`src/hdl/nss_pkg.sv`:
```
// ----------------------------------------------------------------------------
// nss_pkg
// Shared types and constants of the nearest spectrum search unit.
// ----------------------------------------------------------------------------
package nss_pkg;

    localparam int BANDS_DEFAULT = 64;
    localparam int BAND_W        = 16;
    localparam int COL_W         = 16;
    localparam int SUM_W         = 38;
    localparam int ROOT_W        = 19;
    localparam int VALUE_W       = 19;
    localparam int KIND_W        = 2;
    localparam int SQ_W          = 2 * BAND_W;

    localparam logic [COL_W-1:0] COLUMNS_RESET = 16'd512;

    typedef enum logic [KIND_W-1:0] {
        KIND_BANDS    = 2'd0,
        KIND_ROW      = 2'd1,
        KIND_COLUMN   = 2'd2,
        KIND_DISTANCE = 2'd3
    } kind_t;

    typedef enum logic [3:0] {
        S_IDLE,
        S_MUL,
        S_ACC,
        S_PIX,
        S_ROOT,
        S_EMIT_RD,
        S_EMIT_BAND,
        S_ROW,
        S_COL,
        S_DIST
    } state_t;

    typedef struct packed {
        logic  accept;
        logic  square;
        logic  accumulate;
        logic  pixel_done;
        logic  root_start;
        logic  clear_idx;
        logic  next_idx;
        logic  load_out;
        kind_t out_kind;
        logic  restart;
    } ctrl_cmd_t;

    typedef struct packed {
        logic item_eoi;
        logic last_pair;
        logic last_idx;
        logic out_free;
        logic root_done;
    } dp_status_t;

endpackage

```
`src/hdl/nss_ctrl.sv`:
```
// ----------------------------------------------------------------------------
// nss_ctrl
// Sequencer for word processing, pixel decisions and result emission.
// ----------------------------------------------------------------------------
module nss_ctrl (
    input  logic                 clk,
    input  logic                 rst_n,
    input  logic                 in_valid,
    input  logic                 in_mode,
    output logic                 in_ready,
    input  nss_pkg::dp_status_t  status,
    output nss_pkg::ctrl_cmd_t   cmd
);

    nss_pkg::state_t state_reg;
    nss_pkg::state_t state_next;

    always_ff @(posedge clk or negedge rst_n)
    begin
        if (!rst_n)
        begin
            state_reg <= nss_pkg::S_IDLE;
        end
        else
        begin
            state_reg <= state_next;
        end
    end

    always_comb
    begin
        state_next = state_reg;
        unique case (state_reg)
            nss_pkg::S_IDLE:
            begin
                if (in_valid && in_mode)
                begin
                    state_next = nss_pkg::S_MUL;
                end
            end
            nss_pkg::S_MUL:
            begin
                state_next = nss_pkg::S_ACC;
            end
            nss_pkg::S_ACC:
            begin
                priority if (status.last_pair)
                begin
                    state_next = nss_pkg::S_PIX;
                end
                else if (status.item_eoi)
                begin
                    state_next = nss_pkg::S_ROOT;
                end
                else
                begin
                    state_next = nss_pkg::S_IDLE;
                end
            end
            nss_pkg::S_PIX:
            begin
                state_next = status.item_eoi ? nss_pkg::S_ROOT : nss_pkg::S_IDLE;
            end
            nss_pkg::S_ROOT:
            begin
                state_next = nss_pkg::S_EMIT_RD;
            end
            nss_pkg::S_EMIT_RD:
            begin
                state_next = nss_pkg::S_EMIT_BAND;
            end
            nss_pkg::S_EMIT_BAND:
            begin
                if (status.out_free)
                begin
                    state_next = status.last_idx ? nss_pkg::S_ROW : nss_pkg::S_EMIT_RD;
                end
            end
            nss_pkg::S_ROW:
            begin
                if (status.out_free)
                begin
                    state_next = nss_pkg::S_COL;
                end
            end
            nss_pkg::S_COL:
            begin
                if (status.out_free)
                begin
                    state_next = nss_pkg::S_DIST;
                end
            end
            nss_pkg::S_DIST:
            begin
                if (status.out_free && status.root_done)
                begin
                    state_next = nss_pkg::S_IDLE;
                end
            end
            default:
            begin
                state_next = nss_pkg::S_IDLE;
            end
        endcase
    end

    always_comb
    begin
        cmd      = '0;
        in_ready = 1'b0;
        unique case (state_reg)
            nss_pkg::S_IDLE:
            begin
                in_ready   = 1'b1;
                cmd.accept = in_valid;
            end
            nss_pkg::S_MUL:
            begin
                cmd.square = 1'b1;
            end
            nss_pkg::S_ACC:
            begin
                cmd.accumulate = 1'b1;
            end
            nss_pkg::S_PIX:
            begin
                cmd.pixel_done = 1'b1;
            end
            nss_pkg::S_ROOT:
            begin
                cmd.root_start = 1'b1;
                cmd.clear_idx  = 1'b1;
            end
            nss_pkg::S_EMIT_RD:
            begin
                cmd.out_kind = nss_pkg::KIND_BANDS;
            end
            nss_pkg::S_EMIT_BAND:
            begin
                cmd.out_kind = nss_pkg::KIND_BANDS;
                cmd.load_out = status.out_free;
                cmd.next_idx = status.out_free;
            end
            nss_pkg::S_ROW:
            begin
                cmd.out_kind = nss_pkg::KIND_ROW;
                cmd.load_out = status.out_free;
            end
            nss_pkg::S_COL:
            begin
                cmd.out_kind = nss_pkg::KIND_COLUMN;
                cmd.load_out = status.out_free;
            end
            nss_pkg::S_DIST:
            begin
                cmd.out_kind = nss_pkg::KIND_DISTANCE;
                cmd.load_out = status.out_free && status.root_done;
                cmd.restart  = status.out_free && status.root_done;
            end
            default:
            begin
                cmd = '0;
            end
        endcase
    end

`ifndef SYNTHESIS
    a_pix_after_acc: assert property (@(posedge clk) disable iff (!rst_n)
        state_reg == nss_pkg::S_PIX |-> $past(state_reg) == nss_pkg::S_ACC)
        else $error("pixel decision without accumulation");

    a_mul_after_image_word: assert property (@(posedge clk) disable iff (!rst_n)
        state_reg == nss_pkg::S_MUL |-> $past(in_valid && in_ready && in_mode))
        else $error("square step without image word");

    a_dist_root_ready: assert property (@(posedge clk) disable iff (!rst_n)
        (cmd.load_out && cmd.out_kind == nss_pkg::KIND_DISTANCE) |-> status.root_done)
        else $error("distance loaded before root finished");
`endif

endmodule

```
`config.mk`:
```
export PLATFORM = sky130hd
export DESIGN_NAME = nss_ctrl
export DESIGN_NICKNAME = d
export VERILOG_FILES = /design/src/hdl/nss_pkg.sv /design/src/hdl/nss_ctrl.sv
export SDC_FILE = /design/constraint.sdc
export NUM_CORES = 1
export LEC_CHECK = 0
export BUFFER_PORTS_ARGS = -buffer_cell sky130_fd_sc_hd__buf_4
export CAP_MARGIN = 10
export CORE_UTILIZATION = 30
export CTS_CLUSTER_DIAMETER = 40
export CTS_CLUSTER_SIZE = 24
export DETAILED_ROUTE_END_ITERATION = 10
export GPL_TIMING_DRIVEN = 0
export PLACE_DENSITY = 0.53
export SLEW_MARGIN = 20
export SYNTH_ARGS = -nofsm -noshare
export SYNTH_HDL_FRONTEND = slang
export SYNTH_SLANG_ARGS = --single-unit
export TNS_END_PERCENT = 10
```
`constraint.sdc`:
```
create_clock -name clk -period 2.85 [get_ports clk]
set_clock_uncertainty 0.1 [all_clocks]
set_input_delay 0.57 -clock clk [delete_from_list [all_inputs] [get_ports clk]]
set_output_delay 0.57 -clock clk [all_outputs]
set_load 0.05 [all_outputs]
```
-- Word-level counts from Yosys, hierarchy flattened
Index checks and enable logic that the tools add are counted.
- register bits: 4
- input bits: 9
- output and inout bits: 12
- logic and storage cells: 39
- equal/unequal tests: 14
- mux-type cells: 19
- reductions and logical operators: 5
- operators with widths (cell ; count):
    4-bit one-hot mux with 10 select lines ; 1
    4-bit 2-to-1 mux ; 5
    4-bit by 3-bit equality test with 1-bit output (second input constant) ; 4
    2-bit != test (second input constant) ; 5
    4-bit by 2-bit equality test with 1-bit output (second input constant) ; 2
    4-bit equality test (second input constant) ; 2
    1-bit 2-to-1 mux ; 7
    3-bit 2-to-1 mux ; 2
    2-bit one-hot mux with 3 select lines ; 1
    5-bit AND reduction ; 1
    4-bit by 1-bit equality test with 1-bit output (second input constant) ; 1
    4-bit logical NOT ; 1
    2-bit 2-to-1 mux ; 2
    3-bit OR reduction ; 1
    1-bit logical AND ; 2
    1-bit one-hot mux with 2 select lines ; 1

-- Depth between registers and ports, before layout
Gate-level depths: netlist (run 1).
- depth in word-level cells: 3
- mapped depth: 5
- gate-level depth less buffers: 4

-- Least setup slack after synthesis (run 1)
Ideal clock, no wire load.
- kind: reg2out
- start: register state_reg[2]
- end: output port cmd[3] in the netlist's numbering
- arrival: 2.647 ns
- required time: 2.180 ns
- path slack: -0.467 ns
- cell stages (with the launch flop): 5
- path buffers: 0
- cells stage by stage: dfrtp_1 > nand2b_1 > nor2_1 > o21ai_0 > a21boi_0
- RTL lines (item ; line ; text):
    from (decl) ; nss_ctrl.sv:15 ; nss_pkg::state_t state_reg;
    from (signal assigned) ; nss_ctrl.sv:22 ; state_reg <= nss_pkg::S_IDLE;
    from (signal assigned) ; nss_ctrl.sv:26 ; state_reg <= state_next;
    to (decl) ; nss_ctrl.sv:12 ; output nss_pkg::ctrl_cmd_t cmd

==> summary.txt, run 1 <==
Status
  • Outcome: complete, no violations

CTS
  • Total CTS buffers: 3
  • H-tree levels: 1
  • Root Driver: clkbuf_4
  • Postcts setup bufs: 0
  • Clock Sinks: 4
  • Cells resized by post-CTS repair: 0
  • Clock Latency Late Sink: approximately 0.24 ns
  • Hold Buf Count CTS: 0
  • Clk slew on worst S/H paths: around 0.040 ns
  • CTS tree: done
  • Deepest clock path buffer count: 2

Finish
  • Diode count: 0
  • Max FFs per register: 4
  • Nets@finish: 84
  • # fillers: around 130
  • Share of cells above drive strength 1: 0.493
  • Design area: just over 600 µm²
  • Area delta synth->final: 45.9%

Floorplanning
  • Die height: ~40 µm
  • Die ar.: about 1600 µm²
  • Row cnt: 13
  • Initial core utilization: 0.323
  • Total core area: roughly 1300 µm²
  • Boundary Pins: 21
  • Die X: around 40 µm

Worst setup path
  • R2R Path Start: state_reg[0]$_DFFE_PN0P_
  • Worst reg-to-reg setup slack: 0.97 ns
  • Arr. time, crit path: approximately 1.7 ns
  • CP Launch Type: register
  • Worst endpoint required time: between 2 and 2.5 ns
  • WS Path Type: register to primary output
  • CP Max Fanout: 10
  • Reg-to-Reg End: state_reg[2]$_DFFE_PN0P_
  • R2R cell count: 5
  • CP Capture Type: primary output

Global routing
  • Vias in the first global route: roughly 360
  • Largest net degree at the start of global routing: 11
  • First-pass GRT wire length: around 1.4 mm
  • GRT Total Usage: 0.139
  • Antenna violations before repair: 0
  • Grt ovf: 0

Yosys
  • Number of synthesized register bits: 4
  • Sequential share of the synthesized area: 0.235
  • Post-synthesis cell count: 50
  • Asr flop ratio synth: 1.00
  • Mapped cell area: about 430 µm²
  • Syn nets: 59
  • Mapped Avg Cell Area: ~8.5 µm²
  • Yosys cell types: 28
  • Number of synthesized flops with an enable pin: 0
  • Synth warn: 0
  • Post-synth top flop: dfrtp_1

STA
  • Total negative slack: 0 ns
  • RSZ-0062 raised after global routing: false
  • Slew Viols, Final: 0
  • Final setup fails: 0
  • Final Cycle Share: 0.831
  • Final Critical Period: 2.37 ns
  • FMAX: between 400 and 500 MHz
  • Least-Margin Pin Slew: roughly 0.36 ns
  • Relative slew margins: 0.757
  • Final hold vios: 0

Job
  • Max cap viols: 0

Drt
  • Drt via density: around 5
  • WL per Instance: approximately 10 µm
  • DR vias: around 440
  • Final ANT Viol Nets: 0
  • DRC: 0
  • DR pass1 iterations: 2
  • Routed WL: a little over 900 µm
  • DRT iter0 DRCs: 1

Power
  • Max VDD drop: between 0.0006 and 0.0007 V
  • Leak: about 0.0003 µW
  • Total power: 890 µW
  • Power per cell area: about 1400 nW/µm²

Placed design
  • Placement-stage cell area: roughly 600 µm²
  • Port bufs: 20
  • Detailed Place HPWL: roughly 750 µm
  • Routability cong.: 0.712

Worst hold path
  • Hold Crit Class: primary input to asynchronous set/reset pin
layout make-up:
cell class | instances | area, µm² | area share
Buffer | 5 | 32.5 | 0.0524
Tap cell | 15 | 18.8 | 0.0302
Clock buffer | 3 | 22.5 | 0.0363
Multi-Input combinational cell | 40 | 293 | 0.472
Timing Repair Buffer | 20 | 150 | 0.242
Sequential cell | 4 | 100 | 0.161
Inverter | 1 | 3.75 | 0.00605
critical path: stages, from the launching register on:
cell and delay (ns):
dfrtp_1 0.44, clkbuf_1 0.34, nand2b_1 0.14, nor3_1 0.21
buf_4 0.15, buf_4 0.18
stage by stage:
step	util	cells	hold slack (ns)	worst slack, ns
final	0.471	88	0.0163	0.482
after floorplan	-	50	0.174	-0.108
after CTS	0.471	88	0.0138	0.457
after global placement	0.454	85	0.266	0.692
after detailed placement	0.454	85	0.267	0.705
after global routing	0.471	88	0.0109	0.356
power breakdown:
group	internal (µW)	leakage [µW]	switching, µW
Combinational	282	0.000230	425
Clock	47.2	0.0000138	24.8
Sequential	87.9	0.0000501	23.6
synth_stat cells, types with 2 or more instances:
cell,number,area [µm²]
buf_2,2,10.0
nand2_1,6,22.5
nor2_1,5,18.8
o21ai_0,2,10.0
nor3_1,4,20.0
mux2_4,3,45.0
nand2b_1,4,25.0
dfrtp_1,4,100
cells in the final DEF, fill, tap and decap left out, drive strengths merged:
cell type	n
buf	24
nand2	6
nor2	5
nand2b	4
nor3	4
dfrtp	4
mux2	4
clkbuf	4
o21ai	2
a21oi	2
and2b	1
nor3b	1
nor4	1
nand3b	1
inv	1
a21boi	1
o21a	1
and2	1
a31oi	1
a311oi	1
or4b	1
a221o	1
o22ai	1
mux2i	1
logic make-up (layout without fill, tap and decap cells):
family | after synthesis | count (layout) | synth area share
and+or+nand+nor | 25 | 25 | 0.332
DFF | 4 | 4 | 0.235
buffers and inverters | 6 | 29 | 0.0853
muxes | 5 | 5 | 0.156
AOI/OAI and AO/OA | 10 | 10 | 0.191
how the worst max path moves through the flow:
stage	slack, ns	startpoint	end	depth (start not counted)
global placement	0.69	state_reg[2]$_DFFE_PN0P_	cmd[6]	5
CTS	0.46	state_reg[2]$_DFFE_PN0P_	cmd[6]	5
detailed placement	0.71	state_reg[2]$_DFFE_PN0P_	cmd[6]	5
finish	0.48	state_reg[2]$_DFFE_PN0P_	cmd[6]	5
floorplan	-0.11	state_reg[2]$_DFFE_PN0P_	cmd[6]	4
global route	0.36	state_reg[2]$_DFFE_PN0P_	cmd[6]	5
metal layers:
layer / wire length [µm] / GRT usage / vias to the layer above
met1: 408 / 0.159 / 197
met4: 0 / 0.0776 / 0
met5: 0 / 0 / -
li1: - / - / 227
met3: 43 / 0.0341 / 0
met2: 466 / 0.234 / 15
Power figures use the tool's default switching activity.
==> inputs of run 2 (changes only) <==
Settings changed: PLACE_DENSITY 0.53 to 0.55.
Clock period 2.85 ns to 2.1 ns, I/O delays scaled along.
==> summary.txt, run 2 (synthesized netlist as in run 1, its figures left out) <==
Status
  • Outcome: complete, no violations

Placed design
  • Routability cong.: 0.684 (-4.0%)
  • DP Worst Slack: 0.131 ns (-0.575 ns)
  • Port bufs: 20 (unchanged)
  • Detailed Place HPWL: 781 µm (+4.2%)

CTS
  • Postcts setup bufs: 0 (unchanged)
  • Root Driver: clkbuf_4
  • Clock Sinks: 4 (unchanged)
  • Clock Latency Late Sink: 0.23 ns (about the same)
  • H-tree levels: 1 (unchanged)
  • Total CTS buffers: 3 (unchanged)
  • Deepest clock path buffer count: 2 (unchanged)
  • Clk slew on worst S/H paths: 0.04 ns (about the same)
  • CTS tree: done

Finish
  • Multi-input gate area: 317 µm² (+8.1%)
  • Sequential standard cell area: 101 µm² (+1.2%)
  • Diode count: 0 (unchanged)
  • Nets@finish: 85 (+1.2%)
  • Most frequent cells in the layout: 20 x buf_4, 6 x nand2_1, 4 x clkbuf_4, 4 x nor2_1
  • Commonest non-fill, non-tap cell in the layout: buf_4
  • Area delta synth->final: 55.9%
  • Share of cells above drive strength 1: 0.568 (+0.0744)
  • # fillers: 131 (-2.2%)
  • Max FFs per register: 4 (unchanged)

STA
  • Least-Margin Pin Slew: 0.284 ns (-0.0809 ns)
  • RSZ-0062 raised after global routing: false
  • Final Cycle Share: 0.959
  • Final Critical Period: around 2.0 ns
  • Slew Viols, Final: 0 (unchanged)
  • Relative slew margins: 0.809 (+0.0525)
  • Final setup fails: 0 (unchanged)
  • Final worst setup slack: 0.0858 ns (-0.397 ns)
  • FMAX: a little under 500 MHz
  • Final hold vios: 0 (unchanged)
  • Worst hold margin: 0.448 ns (+0.432 ns)

Floorplanning
  • Boundary Pins: 21 (unchanged)
  • Die ar.: 1570 µm² (unchanged)
  • Initial core utilization: 0.323 (unchanged)
  • Row cnt: 13 (unchanged)
  • Die height: 39.7 µm (unchanged)
  • Total core area: 1320 µm² (unchanged)
  • Die X: 39.7 µm (unchanged)

Worst setup path
  • CP Launch Point: state_reg[1]$_DFFE_PN0P_
  • WS Path Type: register to primary output
  • CP Max Fanout: 10 (unchanged)
  • R2R cell count: 5 (unchanged)
  • Worst endpoint required time: 1.58 ns (-0.60 ns)
  • Arr. time, crit path: 1.49 ns (-0.21 ns)
  • CP Capture Type: primary output
  • R2R Path Start: state_reg[0]$_DFFE_PN0P_
  • Reg-to-Reg End: state_reg[2]$_DFFE_PN0P_
  • CP Launch Type: register
  • Worst reg-to-reg setup slack: 0.21 ns (-0.76 ns)

Worst hold path
  • Hold Crit Class: primary input to asynchronous set/reset pin

Drt
  • WL per Instance: 11.6 µm (+11%)
  • DR vias: 439 (unchanged)
  • Drt via density: 4.93 (-1.1%)
  • DRT iter0 DRCs: 1 (unchanged)
  • DR pass1 iterations: 2 (unchanged)
  • DRC: 0 (unchanged)
  • Final ANT Viol Nets: 0 (unchanged)
  • Routed WL: 1.04 mm (+13%)

Power
  • Leak: 0.000307 µW (+4.4%)
  • Power per cell area: 1930 nW/µm² (+34%)
  • Total power: 1280 µW (+44%)
  • Max VDD drop: 0.00102 V (+46%)

Global routing
  • Antenna violations before repair: 0 (unchanged)
  • GRT Total Usage: 0.167 (+0.0272)
  • Largest net degree at the start of global routing: 11 (unchanged)
  • Vias in the first global route: 362 (+1.7%)
  • First-pass GRT wire length: 1.60 mm (+15%)
  • Grt ovf: 0 (unchanged)

Job
  • Max cap viols: 0 (unchanged)
run 2: worst max path at each step:
stage                    to  slack (ns)  cells after the start
floorplan            cmd[6]       -0.28                      4
global placement     cmd[6]        0.12                      5
detailed placement   cmd[6]        0.13                      5
CTS                  cmd[6]        0.02                      5
global route         cmd[3]        0.01                      5
finish              cmd[10]        0.09                      4
run 2: stage by stage:
step / util / setup TNS (ns) / instances / instance area (µm²)
floorplan: - / -1.26 / 50 / 450
global placement: 0.470 / 0 / 85 / 619
detailed placement: 0.470 / 0 / 85 / 619
CTS: 0.496 / 0 / 89 / 653
global route: 0.503 / 0 / 89 / 663
finish: 0.503 / 0 / 89 / 663
run 2: area by class of cell:
| class | count | area share |
|---|---|---|
| Multi-Input combinational cell | 40 | 0.477 |
| Timing Repair Buffer | 21 | 0.247 |
| Sequential cell | 4 | 0.153 |
| Buffer | 5 | 0.0547 |
| Clock buffer | 3 | 0.0340 |
| Tap cell | 15 | 0.0283 |
| Inverter | 1 | 0.00566 |
run 2: report_power, final:
part / internal, µW / switching [µW]
Combinational: 412 / 613
Clock: 63.9 / 31.0
Sequential: 121 / 37.8
run 2: what timing repair did:
action,CTS,global route
endpoints found under the hold margin,4,0
gates resized for setup,1,5
pin swaps,0,1
setup endpoints to repair,2,3
gates cloned,0,0
hold buffers,1,0
run 2: per-layer routing:
layer / up-vias / routed length [µm] / GRT usage
li1: 229 / - / -
met1: 197 / 469 / 0.200
met2: 13 / 516 / 0.254
met3: 0 / 49 / 0.0341
met4: 0 / 0 / 0.129
met5: - / 0 / 0
run 2: worst max-delay path: stages (launching register included):
cell,delay (ns)
dfrtp_1,0.37
buf_2,0.20
nor4_4,0.34
and2_1,0.19
buf_6,0.16
==> inputs of run 3 (changes only) <==
Settings changed: ABC_AREA set to 1, PLACE_DENSITY 0.55 to 0.54.
Clock period 2.1 ns to 2 ns, I/O delays scaled along.
==> summary.txt, run 3 <==
Floorplanning
  • Total core area: 1280 µm² (-2.5%)
  • Die X: 39.2 µm (-1.3%)
  • Die height: 39.2 µm (-1.3%)
  • Boundary Pins: 21 (unchanged)
  • Die ar.: 1530 µm² (-2.5%)
  • Row cnt: 13 (unchanged)
  • Initial core utilization: 0.322 (-0.000589)

STA
  • Relative slew margins: 0.873 (+0.0634)
  • Slew Viols, Final: 0 (unchanged)
  • Final setup fails: 0 (unchanged)
  • Final Cycle Share: 0.949
  • Final worst setup slack: 0.103 ns (+0.0169 ns)
  • RSZ-0062 raised after global routing: false
  • Final hold vios: 0 (unchanged)
  • Least-Margin Pin Slew: 0.190 ns (-0.0944 ns)
  • FMAX: 527 MHz
  • Final Critical Period: between 1.5 and 2 ns
  • Total negative slack: 0 ns (unchanged)

Yosys
  • Yosys top cell area share: 0.245 (+0.00942)
  • Synth warn: 0 (unchanged)
  • Mapped cell area: 414 µm² (-2.6%)
  • Top cells by count, synth: 27 x nand2_1, 10 x inv_1, 10 x nand3_1, 8 x nor2_1
  • Mapped Avg Cell Area: 5.52 µm² (-35%)
  • Largest cells by area after synthesis: nand2_1 24%, dfrtp_1 24%, nand3_1 12%
  • Number of synthesized flops with an enable pin: 0 (unchanged)
  • Yosys cell types: 14 (-50%)
  • Count leader, synth: nand2_1
  • Sequential share of the synthesized area: 0.242 (+0.00640)
  • Asr flop ratio synth: 1.00 (unchanged)
  • Post-synth top flop: dfrtp_1
  • Leading area contributor after synthesis: nand2_1
  • Number of synthesized register bits: 4 (unchanged)
  • Syn nets: 84 (+42%)
  • Post-synthesis cell count: 75 (+50%)

Power
  • Flop pwr share: 0.180 (+0.055)
  • Power per cell area: 1550 nW/µm² (-20%)
  • Clock power share: 0.101 (+0.027)
  • Max VDD drop: 0.000686 V (-33%)
  • Logic pwr share: 0.719 (-0.082)
  • Psw: 597 µW (-12%)
  • Leak: 0.000385 µW (+25%)
  • Sw Share: 0.593 (+0.0603)
  • P_int: 409 µW (-31%)

Worst setup path
  • Worst reg-to-reg setup slack: 0.71 ns (+0.50 ns)
  • Worst endpoint required time: 1.50 ns (-0.08 ns)
  • CP Launch Type: register
  • CP Max Fanout: 6 (-4)
  • WS Path Type: register to primary output
  • R2R Path Start: state_reg[3]$_DFFE_PN0P_
  • R2R cell count: 6 (+1)
  • Reg-to-Reg End: state_reg[1]$_DFFE_PN0P_
  • Arr. time, crit path: 1.40 ns (-0.09 ns)
  • CP Capture Type: primary output

Drt
  • Final ANT Viol Nets: 0 (unchanged)
  • WL per Instance: 10.3 µm (-12%)
  • Routed WL: 1.17 mm (+13%)
  • DRT iter0 DRCs: 8 (+7)
  • Drt via density: 4.66 (-5.6%)
  • DR pass1 iterations: 4 (+2)
  • DRC: 0 (unchanged)
  • DR vias: 531 (+21%)

Global routing
  • Grt ovf: 0 (unchanged)
  • Largest net degree at the start of global routing: 7 (-4)
  • First-pass GRT wire length: 1.95 mm (+22%)
  • Antenna violations before repair: 0 (unchanged)
  • Vias in the first global route: 470 (+30%)
  • GRT Total Usage: 0.187 (+0.0207)

CTS
  • H-tree levels: 1 (unchanged)
  • Clk slew on worst S/H paths: 0.04 ns (about the same)
  • Clock Latency Late Sink: 0.24 ns (about the same)
  • Deepest clock path buffer count: 2 (unchanged)
  • Root Driver: clkbuf_4
  • CTS tree: done
  • Total CTS buffers: 3 (unchanged)
  • Clock Sinks: 4 (unchanged)

Finish
  • Commonest non-fill, non-tap cell in the layout: nand2_1
  • Design area: 649 µm² (-2.1%)
  • Final core occ: 0.505 (+0.00203)
  • Area delta synth->final: 56.8%
  • Share of cells above drive strength 1: 0.424 (-0.143)
  • Nets@finish: 110 (+29%)
  • Max FFs per register: 4 (unchanged)
  • Diode count: 0 (unchanged)
  • Most frequent cells in the layout: 27 x nand2_1, 20 x buf_4, 10 x inv_1, 10 x nand3_1

Placed design
  • Port bufs: 20 (unchanged)
  • DP Worst Slack: 0.159 ns (+0.0278 ns)
  • Placement-stage cell area: 588 µm² (-5.1%)
  • Detailed Place HPWL: 962 µm (+23%)
  • Routability cong.: 0.762 (+11%)

Worst hold path
  • Worst Hold Path EP: state_reg[2]$_DFFE_PN0P_
  • Hold Path Origin: status[1]
  • Hold Crit Class: primary input to register
  • Hold path depth: 4

Job
  • Max cap viols: 0 (unchanged)

Status
  • Outcome: complete, no violations
==> run 3: logic make-up after synthesis <==
family / count (synthesis) / synth area share
AND/OR/NAND/NOR: 55 / 0.595
flip-flops: 4 / 0.242
buffers and inverters: 13 / 0.127
AO/OA/AOI/OAI: 3 / 0.0362
==> run 3: timing repair <==
action | 4_1_cts | 5_1_grt
buffers inserted | 0 | 0
setup endpoints to repair | 5 | 8
resized for setup | 2 | 9
hold buffers | 1 | 0
hold endpoints to repair | 4 | 0
==> run 3: critical path: stages, from the launching register on <==
cell and delay, ns:
dfrtp_2 0.45, nor2_4 0.18, inv_1 0.09, nor3_2 0.13, buf_4 0.13, buf_4 0.18
==> run 3: per-layer routing <==
layer / wire, µm / share of wire / GRT usage
met2: 576 / 0.49 / 0.317
met1: 524 / 0.45 / 0.239
met5: 0 / 0 / 0
met4: 23 / 0.020 / 0.0776
met3: 46 / 0.039 / 0.0173
==> run 3: area by class of cell <==
class                      count  area (µm²)
inverter                      12        45.0
buffer                         1        7.51
sequential                     4         105
clock buffer                   3        22.5
tap                           15        18.8
multi-input combinational     58         287
timing repair buffer          21         164
fill                         151         636
==> run 3: power by group through the flow <==
stage | clock network, µW | logic (µW) | registers, µW
6_report | 102 | 723 | 181
5_1_grt | 112 | 787 | 190
4_1_cts | 106 | 710 | 163
3_5_place_dp | 0 | 702 | 159
3_3_place_gp | 0 | 692 | 165
2_1_floorplan | 0 | 523 | 147
==> run 3: worst max-delay path by stage <==
stage,start,slack (ns),cells past startpoint,end
CTS,state_reg[1]$_DFFE_PN0P_,0.003,5,cmd[6]
global placement,state_reg[1]$_DFFE_PN0P_,0.16,5,cmd[6]
finish,state_reg[1]$_DFFE_PN0P_,0.10,5,cmd[6]
floorplan,state_reg[3]$_DFFE_PN0P_,-0.31,3,cmd[8]
global route,state_reg[3]$_DFFE_PN0P_,0.007,6,cmd[3]
detailed placement,state_reg[1]$_DFFE_PN0P_,0.16,5,cmd[6]
==> run 3: stage by stage <==
step / cells / hold WS (ns) / power, µW
detailed placement: 110 / 0.0991 / 861
CTS: 114 / 0.357 / 979
global route: 114 / 0.383 / 1090
global placement: 110 / 0.0958 / 857
finish: 114 / 0.362 / 1010
floorplan: 75 / 0.00441 / 670
