`config.mk`:
```
export PLATFORM = sky130hd
export DESIGN_NAME = nss_datapath_flat
export DESIGN_NICKNAME = d
export VERILOG_FILES = /design/src/hdl/nss_pkg.sv /design/src/hdl/nss_if.sv /design/src/hdl/nss_ram.sv /design/src/hdl/nss_isqrt.sv /design/src/hdl/nss_datapath.sv /design/src/flat_wrapper.sv
export SDC_FILE = /design/constraint.sdc
export NUM_CORES = 2
export LEC_CHECK = 0
export BUFFER_PORTS_ARGS = -buffer_cell sky130_fd_sc_hd__buf_2
export CELL_PAD_IN_SITES_DETAIL_PLACEMENT = 0
export CELL_PAD_IN_SITES_GLOBAL_PLACEMENT = 1
export CORE_UTILIZATION = 35
export CTS_CLUSTER_DIAMETER = 80
export DETAILED_ROUTE_END_ITERATION = 10
export PLACE_DENSITY_LB_ADDON = 0.1
export SYNTH_ARGS = -nofsm -noshare
export SYNTH_HDL_FRONTEND = slang
export SYNTH_HIERARCHICAL = 1
export SYNTH_SLANG_ARGS = --single-unit
```
`constraint.sdc`:
```
create_clock -name clk -period 9.95 [get_ports clk]
set_input_delay 1.4925 -clock clk [delete_from_list [all_inputs] [get_ports clk]]
set_output_delay 1.4925 -clock clk [all_outputs]
set_load 0.01 [all_outputs]
```
`src/hdl/nss_pkg.sv`:
```
// ----------------------------------------------------------------------------
// nss_pkg
// Shared types and constants of the nearest spectrum search unit.
// ----------------------------------------------------------------------------
package nss_pkg;

    localparam int BANDS_DEFAULT = 64;
    localparam int BAND_W        = 16;
    localparam int COL_W         = 16;
    localparam int SUM_W         = 38;
    localparam int ROOT_W        = 19;
    localparam int VALUE_W       = 19;
    localparam int KIND_W        = 2;
    localparam int SQ_W          = 2 * BAND_W;

    localparam logic [COL_W-1:0] COLUMNS_RESET = 16'd512;

    typedef enum logic [KIND_W-1:0] {
        KIND_BANDS    = 2'd0,
        KIND_ROW      = 2'd1,
        KIND_COLUMN   = 2'd2,
        KIND_DISTANCE = 2'd3
    } kind_t;

    typedef enum logic [3:0] {
        S_IDLE,
        S_MUL,
        S_ACC,
        S_PIX,
        S_ROOT,
        S_EMIT_RD,
        S_EMIT_BAND,
        S_ROW,
        S_COL,
        S_DIST
    } state_t;

    typedef struct packed {
        logic  accept;
        logic  square;
        logic  accumulate;
        logic  pixel_done;
        logic  root_start;
        logic  clear_idx;
        logic  next_idx;
        logic  load_out;
        kind_t out_kind;
        logic  restart;
    } ctrl_cmd_t;

    typedef struct packed {
        logic item_eoi;
        logic last_pair;
        logic last_idx;
        logic out_free;
        logic root_done;
    } dp_status_t;

endpackage

```
`src/hdl/nss_if.sv`:
```


interface nss_out_if;
    logic                         valid;
    logic                         ready;
    nss_pkg::kind_t               kind;
    logic [nss_pkg::BAND_W-1:0]   out_low_band;
    logic [nss_pkg::BAND_W-1:0]   out_high_band;
    logic [nss_pkg::VALUE_W-1:0]  value;
    logic                         last;

    modport source (output valid, kind, out_low_band, out_high_band, value, last,
                    input ready);
    modport sink (input valid, kind, out_low_band, out_high_band, value, last,
                  output ready);
endinterface

interface nss_cfg_if;
    logic                       valid;
    logic                       ready;
    logic [nss_pkg::COL_W-1:0]  image_columns;

    modport source (output valid, image_columns, input ready);
    modport sink (input valid, image_columns, output ready);
endinterface

```
`src/hdl/nss_ram.sv`:
```
// ----------------------------------------------------------------------------
// nss_ram
// Simple dual-port RAM, one write port, one registered read port.
// ----------------------------------------------------------------------------
module nss_ram #(
    parameter int WIDTH  = 32,
    parameter int ADDR_W = 6
) (
    input  logic              clk,
    input  logic              we,
    input  logic [ADDR_W-1:0] waddr,
    input  logic [WIDTH-1:0]  wdata,
    input  logic [ADDR_W-1:0] raddr,
    output logic [WIDTH-1:0]  rdata
);

    logic [WIDTH-1:0] mem [0:(1 << ADDR_W)-1];
    logic [WIDTH-1:0] rdata_reg;

    always_ff @(posedge clk)
    begin
        if (we)
        begin
            mem[waddr] <= wdata;
        end
        rdata_reg <= mem[raddr];
    end

    assign rdata = rdata_reg;

endmodule

```
`src/hdl/nss_isqrt.sv`:
```
// ----------------------------------------------------------------------------
// nss_isqrt
// Floor integer square root, one result bit per cycle.
// ----------------------------------------------------------------------------
module nss_isqrt (
    input  logic                        clk,
    input  logic                        rst_n,
    input  logic                        start,
    input  logic [nss_pkg::SUM_W-1:0]   radicand,
    output logic                        done,
    output logic [nss_pkg::ROOT_W-1:0]  root
);

    localparam int STEPS = nss_pkg::ROOT_W;
    localparam int CNT_W = $clog2(STEPS + 1);
    localparam int REM_W = nss_pkg::ROOT_W + 3;

    logic [CNT_W-1:0]            cnt_reg;
    logic                        done_reg;
    logic [nss_pkg::SUM_W-1:0]   val_reg;
    logic [REM_W-1:0]            rem_reg;
    logic [nss_pkg::ROOT_W-1:0]  root_reg;
    logic [REM_W-1:0]            rem_shift;
    logic [REM_W-1:0]            trial;
    logic [REM_W-1:0]            rem_next;
    logic [nss_pkg::ROOT_W-1:0]  root_next;

    always_comb
    begin
        rem_shift = {rem_reg[REM_W-3:0], val_reg[nss_pkg::SUM_W-1 -: 2]};
        trial     = REM_W'({root_reg, 2'b01});
        if (rem_shift >= trial)
        begin
            rem_next  = rem_shift - trial;
            root_next = {root_reg[nss_pkg::ROOT_W-2:0], 1'b1};
        end
        else
        begin
            rem_next  = rem_shift;
            root_next = {root_reg[nss_pkg::ROOT_W-2:0], 1'b0};
        end
    end

    always_ff @(posedge clk or negedge rst_n)
    begin
        if (!rst_n)
        begin
            cnt_reg  <= '0;
            done_reg <= 1'b0;
        end
        else if (start)
        begin
            cnt_reg  <= CNT_W'(STEPS);
            done_reg <= 1'b0;
        end
        else if (cnt_reg != '0)
        begin
            cnt_reg <= cnt_reg - 1'b1;
            if (cnt_reg == CNT_W'(1))
            begin
                done_reg <= 1'b1;
            end
        end
    end

    always_ff @(posedge clk)
    begin
        if (start)
        begin
            val_reg  <= radicand;
            rem_reg  <= '0;
            root_reg <= '0;
        end
        else if (cnt_reg != '0)
        begin
            val_reg  <= {val_reg[nss_pkg::SUM_W-3:0], 2'b00};
            rem_reg  <= rem_next;
            root_reg <= root_next;
        end
    end

    assign done = done_reg;
    assign root = root_reg;

endmodule

```
`src/hdl/nss_datapath.sv`:
```
// ----------------------------------------------------------------------------
// nss_datapath
// Reference and pixel stores, distance accumulation, best tracking, results.
// ----------------------------------------------------------------------------
module nss_datapath #(
    parameter int BANDS = nss_pkg::BANDS_DEFAULT
) (
    input  logic                        clk,
    input  logic                        rst_n,
    input  logic                        in_mode,
    input  logic [nss_pkg::BAND_W-1:0]  in_low,
    input  logic [nss_pkg::BAND_W-1:0]  in_high,
    input  logic                        in_eoi,
    input  nss_pkg::ctrl_cmd_t          cmd,
    output nss_pkg::dp_status_t         status,
    nss_cfg_if.sink                     cfg,
    nss_out_if.source                   result
);

    localparam int PAIRS  = (BANDS + 1) / 2;
    localparam int PAIR_W = (PAIRS > 1) ? $clog2(PAIRS) : 1;
    localparam int WORD_W = 2 * nss_pkg::BAND_W;
    localparam int BW     = nss_pkg::BAND_W;
    localparam int SW     = nss_pkg::SUM_W;
    localparam int CW     = nss_pkg::COL_W;
    localparam logic [PAIR_W-1:0] LAST_PAIR = PAIR_W'(PAIRS - 1);

    logic [CW-1:0]              cols_reg;
    logic [PAIR_W-1:0]          ref_pos_reg;
    logic [PAIR_W-1:0]          band_pos_reg;
    logic [PAIR_W-1:0]          idx_reg;
    logic                       active_reg;
    logic                       eoi_reg;
    logic [BW-1:0]              lo_reg;
    logic [BW-1:0]              hi_reg;
    logic [nss_pkg::SQ_W-1:0]   sq_lo_reg;
    logic [nss_pkg::SQ_W-1:0]   sq_hi_reg;
    logic [SW-1:0]              running_sum_reg;
    logic [SW-1:0]              best_sum_reg;
    logic [CW-1:0]              best_row_reg;
    logic [CW-1:0]              best_col_reg;
    logic [CW-1:0]              cur_row_reg;
    logic [CW-1:0]              cur_col_reg;
    logic                       out_valid_reg;
    nss_pkg::kind_t             out_kind_reg;
    logic [BW-1:0]              out_lo_reg;
    logic [BW-1:0]              out_hi_reg;
    logic [nss_pkg::VALUE_W-1:0] out_value_reg;
    logic                       out_last_reg;

    logic [WORD_W-1:0]          ref_word;
    logic [WORD_W-1:0]          pix_word;
    logic [BW-1:0]              ref_lo;
    logic [BW-1:0]              ref_hi;
    logic [BW-1:0]              diff_lo;
    logic [BW-1:0]              diff_hi;
    logic [SW-1:0]              sum_base;
    logic [SW:0]                sum_total;
    logic [SW-1:0]              sum_sat;
    logic                       better;
    logic                       col_wrap;
    logic                       root_done;
    logic [nss_pkg::ROOT_W-1:0] root;
    logic                       ref_we;
    logic                       pix_we;

    assign ref_we = cmd.accept && !in_mode;
    assign pix_we = cmd.accept && in_mode;

    nss_ram #(
        .WIDTH  (WORD_W),
        .ADDR_W (PAIR_W)
    ) u_ref_ram (
        .clk   (clk),
        .we    (ref_we),
        .waddr (ref_pos_reg),
        .wdata ({in_high, in_low}),
        .raddr (band_pos_reg),
        .rdata (ref_word)
    );

    nss_ram #(
        .WIDTH  (WORD_W),
        .ADDR_W (PAIR_W + 1)
    ) u_pix_ram (
        .clk   (clk),
        .we    (pix_we),
        .waddr ({active_reg, band_pos_reg}),
        .wdata ({in_high, in_low}),
        .raddr ({~active_reg, idx_reg}),
        .rdata (pix_word)
    );

    nss_isqrt u_isqrt (
        .clk      (clk),
        .rst_n    (rst_n),
        .start    (cmd.root_start),
        .radicand (best_sum_reg),
        .done     (root_done),
        .root     (root)
    );

    always_comb
    begin
        ref_lo    = ref_word[BW-1:0];
        ref_hi    = ref_word[WORD_W-1:BW];
        diff_lo   = (ref_lo >= lo_reg) ? ref_lo - lo_reg : lo_reg - ref_lo;
        diff_hi   = (ref_hi >= hi_reg) ? ref_hi - hi_reg : hi_reg - ref_hi;
        sum_base  = (band_pos_reg == '0) ? '0 : running_sum_reg;
        sum_total = {1'b0, sum_base} + (SW + 1)'(sq_lo_reg) + (SW + 1)'(sq_hi_reg);
        sum_sat   = sum_total[SW] ? {SW{1'b1}} : sum_total[SW-1:0];
        better    = running_sum_reg < best_sum_reg;
        col_wrap  = ({1'b0, cur_col_reg} + 1'b1) >= {1'b0, cols_reg};
    end

    assign cfg.ready = 1'b1;

    always_ff @(posedge clk or negedge rst_n)
    begin
        if (!rst_n)
        begin
            cols_reg <= nss_pkg::COLUMNS_RESET;
        end
        else if (cfg.valid)
        begin
            cols_reg <= cfg.image_columns;
        end
    end

    // run state
    always_ff @(posedge clk or negedge rst_n)
    begin
        if (!rst_n)
        begin
            ref_pos_reg     <= '0;
            band_pos_reg    <= '0;
            active_reg      <= 1'b0;
            running_sum_reg <= '0;
            best_sum_reg    <= '1;
            best_row_reg    <= '0;
            best_col_reg    <= '0;
            cur_row_reg     <= '0;
            cur_col_reg     <= '0;
            eoi_reg         <= 1'b0;
            idx_reg         <= '0;
        end
        else
        begin
            if (cmd.accept)
            begin
                eoi_reg <= in_eoi;
            end
            if (ref_we)
            begin
                ref_pos_reg <= (ref_pos_reg == LAST_PAIR) ? '0 : ref_pos_reg + 1'b1;
            end
            if (cmd.accumulate)
            begin
                running_sum_reg <= sum_sat;
                band_pos_reg    <= (band_pos_reg == LAST_PAIR) ? '0 : band_pos_reg + 1'b1;
            end
            if (cmd.pixel_done)
            begin
                if (better)
                begin
                    best_sum_reg <= running_sum_reg;
                    best_row_reg <= cur_row_reg;
                    best_col_reg <= cur_col_reg;
                    active_reg   <= ~active_reg;
                end
                if (col_wrap)
                begin
                    cur_col_reg <= '0;
                    cur_row_reg <= cur_row_reg + 1'b1;
                end
                else
                begin
                    cur_col_reg <= cur_col_reg + 1'b1;
                end
            end
            if (cmd.clear_idx)
            begin
                idx_reg <= '0;
            end
            else if (cmd.next_idx)
            begin
                idx_reg <= idx_reg + 1'b1;
            end
            if (cmd.restart)
            begin
                ref_pos_reg     <= '0;
                band_pos_reg    <= '0;
                active_reg      <= 1'b0;
                running_sum_reg <= '0;
                best_sum_reg    <= '1;
                best_row_reg    <= '0;
                best_col_reg    <= '0;
                cur_row_reg     <= '0;
                cur_col_reg     <= '0;
            end
        end
    end

    always_ff @(posedge clk)
    begin
        if (cmd.accept)
        begin
            lo_reg <= in_low;
            hi_reg <= in_high;
        end
        if (cmd.square)
        begin
            sq_lo_reg <= diff_lo * diff_lo;
            sq_hi_reg <= diff_hi * diff_hi;
        end
    end

    // result register
    always_ff @(posedge clk or negedge rst_n)
    begin
        if (!rst_n)
        begin
            out_valid_reg <= 1'b0;
        end
        else if (cmd.load_out)
        begin
            out_valid_reg <= 1'b1;
        end
        else if (result.ready)
        begin
            out_valid_reg <= 1'b0;
        end
    end

    always_ff @(posedge clk)
    begin
        if (cmd.load_out)
        begin
            out_kind_reg <= cmd.out_kind;
            unique case (cmd.out_kind)
                nss_pkg::KIND_BANDS:
                begin
                    out_lo_reg    <= pix_word[BW-1:0];
                    out_hi_reg    <= pix_word[WORD_W-1:BW];
                    out_value_reg <= '0;
                    out_last_reg  <= 1'b0;
                end
                nss_pkg::KIND_ROW:
                begin
                    out_lo_reg    <= '0;
                    out_hi_reg    <= '0;
                    out_value_reg <= nss_pkg::VALUE_W'(best_row_reg);
                    out_last_reg  <= 1'b0;
                end
                nss_pkg::KIND_COLUMN:
                begin
                    out_lo_reg    <= '0;
                    out_hi_reg    <= '0;
                    out_value_reg <= nss_pkg::VALUE_W'(best_col_reg);
                    out_last_reg  <= 1'b0;
                end
                nss_pkg::KIND_DISTANCE:
                begin
                    out_lo_reg    <= '0;
                    out_hi_reg    <= '0;
                    out_value_reg <= nss_pkg::VALUE_W'(root);
                    out_last_reg  <= 1'b1;
                end
                default:
                begin
                    out_lo_reg    <= '0;
                    out_hi_reg    <= '0;
                    out_value_reg <= '0;
                    out_last_reg  <= 1'b0;
                end
            endcase
        end
    end

    assign result.valid         = out_valid_reg;
    assign result.kind          = out_kind_reg;
    assign result.out_low_band  = out_lo_reg;
    assign result.out_high_band = out_hi_reg;
    assign result.value         = out_value_reg;
    assign result.last          = out_last_reg;

    always_comb
    begin
        status.item_eoi  = eoi_reg;
        status.last_pair = band_pos_reg == LAST_PAIR;
        status.last_idx  = idx_reg == LAST_PAIR;
        status.out_free  = !out_valid_reg || result.ready;
        status.root_done = root_done;
    end

`ifndef SYNTHESIS
    a_band_pos_range: assert property (@(posedge clk) disable iff (!rst_n)
        band_pos_reg <= LAST_PAIR)
        else $error("band position past last pair");

    a_ref_pos_range: assert property (@(posedge clk) disable iff (!rst_n)
        ref_pos_reg <= LAST_PAIR)
        else $error("reference position past last pair");

    a_load_when_free: assert property (@(posedge clk) disable iff (!rst_n)
        cmd.load_out |-> (!out_valid_reg || result.ready))
        else $error("result overwritten before taken");

    a_best_monotonic: assert property (@(posedge clk) disable iff (!rst_n)
        cmd.pixel_done |=> best_sum_reg <= $past(best_sum_reg))
        else $error("best sum grew on pixel update");
`endif

endmodule

```
`src/flat_wrapper.sv`:
```
// flat-port wrapper written by rule: the top's interface ports become plain ports
module nss_datapath_flat 
#(
    parameter int BANDS = nss_pkg::BANDS_DEFAULT
)
  (clk, rst_n, in_mode, in_low, in_high, in_eoi, cmd, status, cfg_valid, cfg_image_columns, cfg_ready, result_valid, result_kind, result_out_low_band, result_out_high_band, result_value, result_last, result_ready);
  nss_cfg_if cfg_i ();
  nss_out_if result_i ();
  input  logic clk;
  input  logic rst_n;
  input  logic in_mode;
  input  logic [nss_pkg::BAND_W-1:0] in_low;
  input  logic [nss_pkg::BAND_W-1:0] in_high;
  input  logic in_eoi;
  input  nss_pkg::ctrl_cmd_t cmd;
  output nss_pkg::dp_status_t status;
  input wire logic [$bits(cfg_i.valid)-1:0] cfg_valid;
  input wire logic [$bits(cfg_i.image_columns)-1:0] cfg_image_columns;
  output wire logic [$bits(cfg_i.ready)-1:0] cfg_ready;
  output wire logic [$bits(result_i.valid)-1:0] result_valid;
  output wire logic [$bits(result_i.kind)-1:0] result_kind;
  output wire logic [$bits(result_i.out_low_band)-1:0] result_out_low_band;
  output wire logic [$bits(result_i.out_high_band)-1:0] result_out_high_band;
  output wire logic [$bits(result_i.value)-1:0] result_value;
  output wire logic [$bits(result_i.last)-1:0] result_last;
  input wire logic [$bits(result_i.ready)-1:0] result_ready;
  assign cfg_i.valid = cfg_valid;
  assign cfg_i.image_columns = cfg_image_columns;
  assign cfg_ready = cfg_i.ready;
  assign result_valid = result_i.valid;
  assign result_kind = result_i.kind;
  assign result_out_low_band = result_i.out_low_band;
  assign result_out_high_band = result_i.out_high_band;
  assign result_value = result_i.value;
  assign result_last = result_i.last;
  assign result_i.ready = result_ready;
  nss_datapath #(.BANDS(BANDS)) u_core (.clk(clk), .rst_n(rst_n), .in_mode(in_mode), .in_low(in_low), .in_high(in_high), .in_eoi(in_eoi), .cmd(cmd), .status(status), .cfg(cfg_i), .result(result_i));
endmodule
```
# Word level (Yosys, flattened, before mapping)

Memories as Yosys holds them, arrays and structs flattened. A register that Yosys moved wholly into a read port is not among the register bits.
Cells that the tools add are included.

Register bits: 407
Bits in writable memories: 3072
Output and inout bits: 61
Memories: 2

Bitwise logic cells: 1
Mux-type cells: 51
Equality and inequality tests: 7
Add/sub/neg operators: 14
$mul: 2
Order comparisons: 5
Reduce and logical (&&, ||, !) cells: 22

Memory list:

| name                 | depth | bits a word | read ports | clocked after memory_dff | wr ports | RTL line      | source |
|---|---|---|---|---|---|---|---|
| u_core.u_pix_ram.mem | 64    | 32          | 1          | 1                        | 1        | nss_ram.sv:17 | `logic [WIDTH-1:0] mem [0:(1 << ADDR_W)-1];` |
| u_core.u_ref_ram.mem | 32    | 32          | 1          | 1                        | 1        | nss_ram.sv:17 |  |

Operators by type and width:

| operator              | count |
|---|---|
| $mux 38               | 9 |
| $mux 16               | 14 |
| $pmux 19 s4           | 1 |
| $mul 16x16->32        | 2 |
| $pmux 16 s2           | 2 |
| $sub 16x16->16        | 4 |
| $mux 5                | 10 |
| $add 38x32->39        | 1 |
| $add 39x32->39        | 1 |
| $lt 38x38->1          | 1 |
| $add 16x1->16 const B | 2 |
| $ge 16x16->1          | 2 |
| $ge 22x21->1          | 1 |
| $mux 20               | 1 |
| $sub 20x20->20        | 1 |
| $reduce_bool 2->1     | 9 |
| $add 16x1->17 const B | 1 |
| $ge 17x16->1          | 1 |
| $add 5x1->5 const B   | 3 |
| $eq 5x5->1 const B    | 3 |
| $mux 1                | 13 |
| $reduce_and 2->1      | 3 |
| $reduce_or 3->1       | 2 |
| $eq 5x1->1 const B    | 1 |
| other kinds (11)      | 14 |

# Logic depth before layout (Yosys ltp)

Word-level depth: 7
Gate-level depth with buffers: 39
Depth with buffers taken out: 37

# Cells and area by module

Netlist, hierarchy kept.

By module, submodules not included:

| module                      | sequential area each (um^2) | area each (um^2) | cells an instance | instances |
|---|---|---|---|---|
| nss_ram at u_core.u_pix_ram | 62139.6                     | 78515.3          | 3324              | 1 |
| nss_ram at u_core.u_ref_ram | 31390.1                     | 40485.1          | 2260              | 1 |
| nss_datapath                | 8847.2                      | 33875.0          | 3492              | 1 |
| nss_isqrt                   | 2072.0                      | 4585.6           | 461               | 1 |

# Worst setup path before layout

No wires, ideal clock.

Path kind: register to register
Start: reg u_core.hi_reg[0]
End: reg u_core/sq_hi_reg[31] (netlist name), data pin
Buffers on the path: 2
Clock period less this slack: 8.475 ns
Stages on the path, launching flop included: 37
Data arrival time: 8.208 ns
Library setup time: 0.268 ns
Path slack: 1.475 ns
Cell sequence: edfxtp_1 > ha_1 > inv_1 > fa_1 > a21o_1 > a211oi_1 > o31ai_2 > a21boi_1 > o21ai_2 > buf_4 > mux2i_1 > xor2_1 > inv_1 > buf_2 > nand2_1 > inv_1 > fa_1 > inv_1 > fa_1 > inv_1 > fa_1 > fa_1 > fa_1 > inv_1 > fa_1 > inv_1 > ha_1 > a21o_1 > a21oi_1 > nor2_1 > a311oi_1 > nor2b_1 > a221oi_2 > o21ai_2 > a31o_2 > a21oi_2 > xnor3_1

Word-level cells in the longest chain between the ends: 3

RTL lines:

| what                                           | RTL line            | source |
|---|---|---|
| start, declared                                | nss_datapath.sv:35  | `logic [BW-1:0] hi_reg;` |
| start signal, assigned                         | nss_datapath.sv:209 | `hi_reg <= in_high;` |
| $sub 16x16->16 or $ge 16x16->1 (tied branches) | nss_datapath.sv:108 | `diff_hi = (ref_hi >= hi_reg) ? ref_hi - hi_reg : hi_reg - ref_hi;` |
| $mux 16 (*)                                    | nss_datapath.sv:108 |  |
| $mul 16x16->32 (*)                             | nss_datapath.sv:214 | `sq_hi_reg <= diff_hi * diff_hi;` |
| end signal, assigned                           | nss_datapath.sv:214 |  |
| end, declared                                  | nss_datapath.sv:37  | `logic [nss_pkg::SQ_W-1:0] sq_hi_reg;` |

Mark *: on every way between the ends. The rest lies on a longest branch, timed or not.
A chain may end at the register's enable or synchronous reset.

# Worst setup path after layout

Start: reg u_core.lo_reg[10]
End: reg u_core/sq_lo_reg[31] (netlist name), data pin

Word-level cells in the longest chain between the ends: 3

RTL lines:

| what                                           | RTL line            | source |
|---|---|---|
| start, declared                                | nss_datapath.sv:34  | `logic [BW-1:0] lo_reg;` |
| start signal, assigned                         | nss_datapath.sv:208 | `lo_reg <= in_low;` |
| $sub 16x16->16 or $ge 16x16->1 (tied branches) | nss_datapath.sv:107 | `diff_lo = (ref_lo >= lo_reg) ? ref_lo - lo_reg : lo_reg - ref_lo;` |
| $mux 16 (*)                                    | nss_datapath.sv:107 |  |
| $mul 16x16->32 (*)                             | nss_datapath.sv:213 | `sq_lo_reg <= diff_lo * diff_lo;` |
| end signal, assigned                           | nss_datapath.sv:213 |  |
| end, declared                                  | nss_datapath.sv:36  | `logic [nss_pkg::SQ_W-1:0] sq_lo_reg;` |

Marks and branches as above.

==> run_results.csv <==
group,metric,value,unit
setup_path,critPathLaunchType,"flip-flop",
place,port_buffers,124,
global_routing,antenna_found_initial,39,
layout,fillers,40500,
clock_network,ctsRootBufferMaster,"clkbuf_16",
logic_synthesis,synth_top_area_share,62.13,%
routing,ant_nets,0,
place,placed_area,0.1660,mm2
clock_network,cts.htree.levels,5,
logic_synthesis,synth_largest_area_cell,"edfxtp_1",
setup_path,crit_buf_inv,8,
floorplan,initial_core_util,35.25,%
routing,drc,0,
layout,largest_reg_flops,2048,
logic_synthesis,ys_types,99,
flow_run,maxCapViolations,0,
logic_synthesis,synth_edf_count,3258,
setup_path,cp.arrival,10060,ps
sta,fin_setup_tns,0,ps
clock_network,cts.reportedPaths.clkPinSlew,60,ps
layout,final_area,0.1786,mm2
logic_synthesis,syn_area,0.1575,mm2
logic_synthesis,ys_warn_count,6,
clock_network,clk_latency,970,ps
routing,wl,447300,um
clock_network,cts_tree,"done",
place,hpwl,263900,um
layout,drive_above_1_share,17.21,%
global_routing,grt_pass1_wl,643600,um
routing,firstDrtPassIters,6,
setup_path,cp_slowest_stage_delay,690,ps
sta,final.period_utilization,94.77,%
global_routing,track_usage,19.57,%
clock_network,holdBufCountCts,0,
logic_synthesis,async_flop_share,5.083,%
setup_path,cpLargestDelayFamily,"adder cells",
sta,grt_setup_unrepaired,"no",
routing,vias,84470,
setup_path,criticalPathCategory,"reg2reg",
logic_synthesis,yosysSeqAreaShare,66.33,%
logic_synthesis,yosys-top-cells-count,"3,258 x edfxtp_1, 666 x mux2i_1, 657 x inv_1",
global_routing,grt_pass1_vias,89340,
clock_network,clk_path_buf_depth,4,
floorplan,io_pins,126,
sta,worstMarginPinSlew,1200,ps
floorplan,num_rows,245,
setup_path,cp.required,10580,ps
layout,reg_top3,"u_core/u_pix_ram/mem x2048, u_core/u_ref_ram/mem x1024",
sta,period_needed,9429,ps
layout,area_growth,13.44,%
global_routing,grt_max_degree,117,
floorplan,core,0.4466,mm2
worst_hold_path,min_path_type,"reg2reg",
logic_synthesis,ys_top_cells_by_area,"edfxtp_1 62%, mux4_2 7.8%, fa_1 4.6%",
layout,nets,10630,
sta,maxSlewViolCount,0,
logic_synthesis,synth-seq-cells,3541,
routing,drt_iter0_markers,6678,
sta,skew,102.3,ps
sta,setup_viol,0,
logic_synthesis,synth_ff_type,"edfxtp_1",
logic_synthesis,yosysMostFrequentCell,"edfxtp_1",
clock_network,cts_sinks,3541,
floorplan,die_y,672.7,um
sta,slew_headroom,19.97,%
place,globalplace.congestion,0.7814,
setup_path,cp-end-kind,"flip-flop",
layout,regMostFlops,"u_core/u_pix_ram/mem",
clock_network,cts_buffers,394,
routing,post_drt_wl_per_cell,27.80,um
sta,max_freq,106.1,MHz
status,status,"finished, final reports clean",
logic_synthesis,syn_inst,9537,
floorplan,die-area,0.4526,mm2
setup_path,crit_path_top_delay_cell,"o311ai_0",
global_routing,overflow,0,
logic_synthesis,synth_area_per_cell,16.51,um2
floorplan,fp.dieW,672.7,um
sta,finalHoldViolations,0,
routing,vias_per_cell,5.250,
setup_path,critPathMaxFanout,12,
## metrics by stage
stage | utilization [%] | instances | setup slack (ps) | hold slack [ps]
floorplan | - | 9538 | 1475 | 440.6
global placement | 37.16 | 15350 | 437.1 | 473.9
detailed placement | 37.16 | 15350 | 356.4 | 482.1
CTS | 39.98 | 16070 | 304.4 | 490.3
global route | 39.98 | 16070 | 7.555 | 512.4
finish | 39.99 | 16090 | 520.7 | 483.6
## logic make-up (layout without fill, tap and decap cells)
| group | Yosys count | count (layout) | synth area share (%) |
|---|---|---|---|
| XOR/XNOR | 163 | 163 | 0.9885 |
| other | 2 | 19 | 0.004769 |
| AO/OA/AOI/OAI | 1218 | 1218 | 5.185 |
| flip-flops | 3541 | 3541 | 66.33 |
| buffers and inverters | 1146 | 1753 | 3.151 |
| AND/OR/NAND/NOR | 1452 | 1452 | 4.234 |
| multiplexers | 1275 | 1275 | 12.48 |
| adder cells (fa/ha/maj) | 740 | 740 | 7.620 |
## cell type report
class | instances | area (um2) | area share [%]
antenna | 16 | 40.04 | 0.02241
clock buffer | 519 | 10640 | 5.955
clock inverter | 200 | 1959 | 1.097
inverter | 670 | 2515 | 1.408
multi-input combinational | 4851 | 48880 | 27.37
sequential | 3541 | 104500 | 58.48
tap | 5928 | 7417 | 4.152
timing repair buffer | 364 | 2708 | 1.516
## metal layers
layer	share of wire, %	GRT usage (%)	vias up
met5	0.0060	0	-
met4	1.8	3.927	4
met1	45	27.47	45110
met2	49	32.92	1814
met3	4.4	2.226	505
li1	-	-	37040
## what timing repair did
action,in CTS,in global routing
endpoints found under the setup margin,0,4
resized for setup,0,3
setup buffers,0,0
## tightest hold or removal path: stages, from the launching register on
cell,delay [ps]
dfxtp_1,330
nand2_1,60
a21oi_1,50
## final timing paths
kind,from,slack [ps],cells past startpoint,endpoint
worst max-delay path,u_core/lo_reg[10],520,31,u_core/sq_lo_reg[31]
worst min-delay path,u_core/u_isqrt/root[18],480,2,u_core/u_isqrt/root[18]
worst max register to register,u_core/lo_reg[10],520,31,u_core/sq_lo_reg[31]
worst min register to register,u_core/u_isqrt/root[18],480,2,u_core/u_isqrt/root[18]
max in group asynchronous,rst_n,7890,2,u_core/cur_col_reg[5]
min in group asynchronous,rst_n,600,1,u_core/running_sum_reg[0]
## cells in the final DEF (no fill, tap or decap), types with 119 or more instances in the layout
| master | n |
|---|---|
| a21oi_1 | 377 |
| buf_4 | 260 |
| clkbuf_16 | 400 |
| dfrtp_1 | 136 |
| edfxtp_1 | 3258 |
| fa_1 | 365 |
| ha_1 | 375 |
| inv_1 | 657 |
| mux2i_1 | 666 |
| mux4_2 | 544 |
| nand2_1 | 396 |
| nand3_1 | 156 |
| nor2_1 | 392 |
| o21ai_0 | 119 |
Power is left out: the tool's default activity adds up to more than one toggle a clock period on the data nets, which glitch-free logic cannot reach.
